===== src/rtl/wpfs_ram.sv =====
module wpfs_ram #(
    parameter int WIDTH = 64,
    parameter int DEPTH = 64
) (
    input  logic                     i_clk,
    input  logic                     i_we,
    input  logic [$clog2(DEPTH)-1:0] i_waddr,
    input  logic [WIDTH-1:0]         i_wdata,
    input  logic [$clog2(DEPTH)-1:0] i_raddr,
    output logic [WIDTH-1:0]         o_rdata
);
    logic [WIDTH-1:0] r_mem [DEPTH];
    logic [WIDTH-1:0] r_rdata;

    // one write, one registered read
    always_ff @(posedge i_clk) begin
        if (i_we) r_mem[i_waddr] <= i_wdata;
        r_rdata <= r_mem[i_raddr];
    end
    assign o_rdata = r_rdata;
endmodule


===== config.mk =====
export PLATFORM = sky130hd
export DESIGN_NAME = wpfs_ram
export DESIGN_NICKNAME = d
export VERILOG_FILES = /design/src/rtl/wpfs_ram.sv
export SDC_FILE = /design/constraint.sdc
export NUM_CORES = 2
export LEC_CHECK = 0
export BUFFER_PORTS_ARGS = -buffer_cell sky130_fd_sc_hd__buf_2
export CAP_MARGIN = 40
export CORE_MARGIN = 10
export CORE_UTILIZATION = 38
export CTS_CLUSTER_SIZE = 20
export DETAILED_ROUTE_END_ITERATION = 16
export HOLD_SLACK_MARGIN = 0.12
export PLACE_DENSITY_LB_ADDON = 0.12
export SLEW_MARGIN = 10
export SYNTH_ARGS = -nofsm -noshare
export SYNTH_HDL_FRONTEND = slang
export SYNTH_SLANG_ARGS = --single-unit

===== constraint.sdc =====
create_clock -name i_clk -period 5.9 [get_ports i_clk]
set_clock_uncertainty 0.1 [all_clocks]
set_input_delay 0.59 -clock i_clk [delete_from_list [all_inputs] [get_ports i_clk]]
set_output_delay 0.59 -clock i_clk [all_outputs]
set_load 0.01 [all_outputs]

; ---- Word level (Yosys, flattened, before mapping)
; Memory sizes are Yosys's and may differ from the RTL's. A register that Yosys moved wholly into a read port is not among the register bits.
; Index checks and enable logic that the tools add are counted.
[totals]
register_bits = 0
ram_bits = 4096
in_bits = 78
out_inout_bits = 64
wordCells = 3
mem_count = 1
[op_classes]
muxes = 2
[mem_list]
columns = memory, words, width, rd, rd_ports_with_merged_regs, wr, line_no
row1 = r_mem, 64, 64, 1, 1, 1, 12  ; logic [WIDTH-1:0] r_mem [DEPTH];
[ops]
columns = operator, n
row1 = $mux 1, 2

; ---- Depth between registers and ports, before layout
[depth]
depth_word = 2
mapped_depth = 9
depth_no_buf = 5

; ---- Worst setup path before layout
; OpenSTA, ideal clock, no wires.
[synth_path]
path_type = input-to-reg
start = input port i_waddr[3]
end = memory r_mem[48][0], enable pin
arrival_time_ns = 5.462
t_required_ns = 5.236
setup_slack_ns = -0.226
path_stages = 4
n_path_buf = 1
cell_sequence = clkbuf_1 -> nor2b_1 -> nand4b_1 -> nor3_1
[synth_rtl]
columns = item, line_no
row1 = "start, declared", 7  ; input logic [$clog2(DEPTH)-1:0] i_waddr,
row2 = "end, declared", 12
; No word-level cell before the write port.

; ---- Worst setup path in the final report
[layout_path]
start = input port i_we
end = memory r_mem[60][21], enable pin
[layout_between]
elab_chain_cells = 2
[layout_lines]
columns = item, line_no
row1 = "start, declared", 6  ; input logic i_we,
row2 = $mux 1, 17  ; if (i_we) r_mem[i_waddr] <= i_wdata;
row3 = $mux 1 (not written as such), 17
; Every way passes these cells.

==> flow_metrics.py <==
metrics = {
    "floorplanning": {
        "num_rows": 235,
        "io_pins": 142,
        "dieArea_um2": 438000,
        "die_y_um": 661,
        "core_area_um2": 410000,
        "fp.dieW_um": 661,
        "start_util_pct": 38.1,
    },
    "yosys": {
        "syn_area_per_cell_um2": 23.7,
        "synth_top_area_cell": "edfxtp_1",
        "ys_top_cells_by_area": "edfxtp_1 (79%), mux4_2 (15%), mux2i_1 (0.86%)",
        "synth_cell_types": 33,
        "synthCells": 6598,
        "synth-seq-cells": 4160,
        "synth_area_um2": 156000,
        "synthArstFlopShare_pct": 0,
        "synthesis.nets": 6676,
        "synthFlopType": "edfxtp_1",
        "synth_edf_count": 4096,
        "ys_seq_area_share_pct": 79.5,
        "synth_warnings": 0,
        "yosysTopAreaCellShare_pct": 78.7,
    },
    "finish": {
        "drive_above_1_share_pct": 29.6,
        "layout_commonest_cell": "edfxtp_1",
        "area_delta_synth_final_pct": 16.5,
        "postLayoutCellArea_um2": 182000,
        "final_util_pct": 44.5,
        "final_cell_mix": "edfxtp_1 (4096), mux4_2 (1024), clkbuf_16 (442), a22oi_1 (168), buf_4 (168)",
        "finalNetCount": 7291,
    },
    "global_route": {
        "first_global_vias": 77900,
        "gr-total-overflow": 0,
        "grt_pass1_wl_um": 661000,
        "grtUsageMet1_pct": 29.9,
        "busiest_layer": "met2",
        "grt_util_met3_pct": 2.99,
        "antenna_found_initial": 49,
        "use_met2_pct": 36.9,
        "grt.total_usage_pct": 21.7,
        "grt_max_degree": 91,
    },
    "critical_path": {
        "path_cells": "dlygate4sd3_1, buf_2, nor2b_1, nand2_1, nor2_4, buf_4, buf_4",
        "worstPathArrival_ns": 3.71,
        "regToRegSetupSlack_ns": 3.54,
        "worst_ep_required_time_ns": 6.37,
        "worst_setup_path_end_kind": "flop",
        "cpPeakStageDelay_ns": 0.72,
        "slowest_stage": "buf_4",
        "crit_top_cell": "buf_4",
        "critPathKind": "input pin to flop",
        "cp-start-kind": "input pin",
        "crit_fanout": 18,
    },
    "placed_design": {
        "detailed_place_hpwl_um": 263000,
        "post_dp_cell_area_um2": 167000,
        "port_buffers": 141,
        "post-place-ws_ns": 2.04,
        "gp_congestion": 0.746,
    },
    "cts": {
        "postCtsSetupBuffers": 0,
        "cts_resized": 0,
        "cts_made_buffers": 436,
        "cts_tree": "built",
        "path_clk_slew_ns": 0.06,
        "clock_sinks": 4160,
        "max-clock-path-buffers": 4,
        "htree_levels": 5,
        "clkLatencyLatePin_ns": 1.01,
        "cts-root-buf": "clkbuf_16",
    },
    "job": {
        "cap_violations": 0,
    },
    "detailed_routing": {
        "num_vias": 75100,
        "ant_nets": 0,
        "wirelength_um": 483000,
        "drt-initial-drc-count": 8368,
        "drt_first_pass_iters": 5,
        "post-route-drc-count": 0,
        "drt-vias-per-instance": 5.76,
        "post_drt_wl_per_cell_um": 37.0,
    },
    "sta": {
        "drv_slew": 0,
        "setup_viol": 0,
        "maxSlewHeadroom_pct": 24.3,
        "finalHoldViolCount": 0,
        "finalCriticalPeriod_ns": 3.24,
        "rsz0062_at_grt": "false",
        "setup_ws_ns": 2.66,
        "fin_crit_sh_pct": 54.9,
        "fin_tns_setup_ns": 0,
        "clock.fmax_mhz": 308,
        "tightestPinTransition_ns": 1.14,
    },
    "run_status": {
        "status": "finished, final reports clean",
    },
    "pwr": {
        "vdd_drop_max_uv": 250,
        "power_leakage_nw": 56.7,
        "power-per-cell-area_nw_per_um2": 346,
    },
    "worst_hold_path": {
        "hold_path.class": "input pin to flop",
    },
}
-- worst max-delay path: cells and delay by family --
kind,cells,cell delay (ns)
buffers and inverters,4,1.85
AND/OR/NAND/NOR,3,1.21
-- kinds of logic (layout without fill, tap and decap cells) --
| group | Yosys count | after routing | synth area share [%] |
|---|---|---|---|
| buffers and inverters | 389 | 1356 | 1.18 |
| AO/OA/AOI/OAI | 504 | 504 | 2.48 |
| multiplexers | 1159 | 1159 | 15.6 |
| other | 0 | 13 | 0 |
| AND/OR/NAND/NOR | 386 | 386 | 1.24 |
| flip-flops | 4160 | 4160 | 79.5 |
-- state kept, by name, summed over array words and instances (netlist names) --
signal	cells
o_rdata	64
r_mem	4096
-- path summary, 6_finish.rpt --
kind                                     from             to  depth (start not counted)
worst min-delay path              i_wdata[57]  r_mem[25][57]                          2
worst max-delay path                     i_we  r_mem[60][21]                          7
worst max register to register  r_mem[11][44]    o_rdata[44]                          5
worst min register to register  r_mem[38][63]    o_rdata[63]                          4
-- where the power goes --
group          internal (mW)  switching (mW)
Sequential              32.7           0.175
Combinational           1.17            1.89
Clock                   15.7            11.4
Total                   49.6            13.5
-- through the flow --
step                      hold slack, ns  std cells  total power, mW
final                              0.183      13000             63.0
after global routing               0.182      13000             64.9
after CTS                          0.126      13000             63.6
after detailed placement           0.719      12200             36.6
after global placement             0.717      12100             36.4
after floorplan                    0.589       6598             35.0
-- synth_stat cells, types with 34 or more instances --
cell type     n
a211oi_1     63
a22o_1       88
a22oi_1     168
and3_1       64
buf_2       170
buf_4        34
clkbuf_1    140
dfxtp_1      64
edfxtp_1   4096
mux2i_1     135
mux4_2     1024
nand2_1      58
nand3_1      45
nor2_1      112
o221ai_1     38
o22ai_1      83
-- metal layers --
metal	part of all wire [%]	routed length, um
met1	42	202000
met4	2.4	11400
met2	50	241000
met5	0.013	64
met3	5.8	28100
-- area by class of cell --
class	instances	area, um^2
fill	34600	228000
sequential	4160	124000
multi-input combinational	2049	30800
clock buffer	576	11900
tap	5451	6820
timing repair buffer	547	6210
clock inverter	214	2130
inverter	19	71.3
antenna	13	32.5
-- repair_timing --
action / 4_1_cts / 5_1_grt
hold endpoints to repair: 3143 / 312
hold buffers: 58 / 5
setup endpoints to repair: 0 / 0
Power figures use the tool's default switching activity.
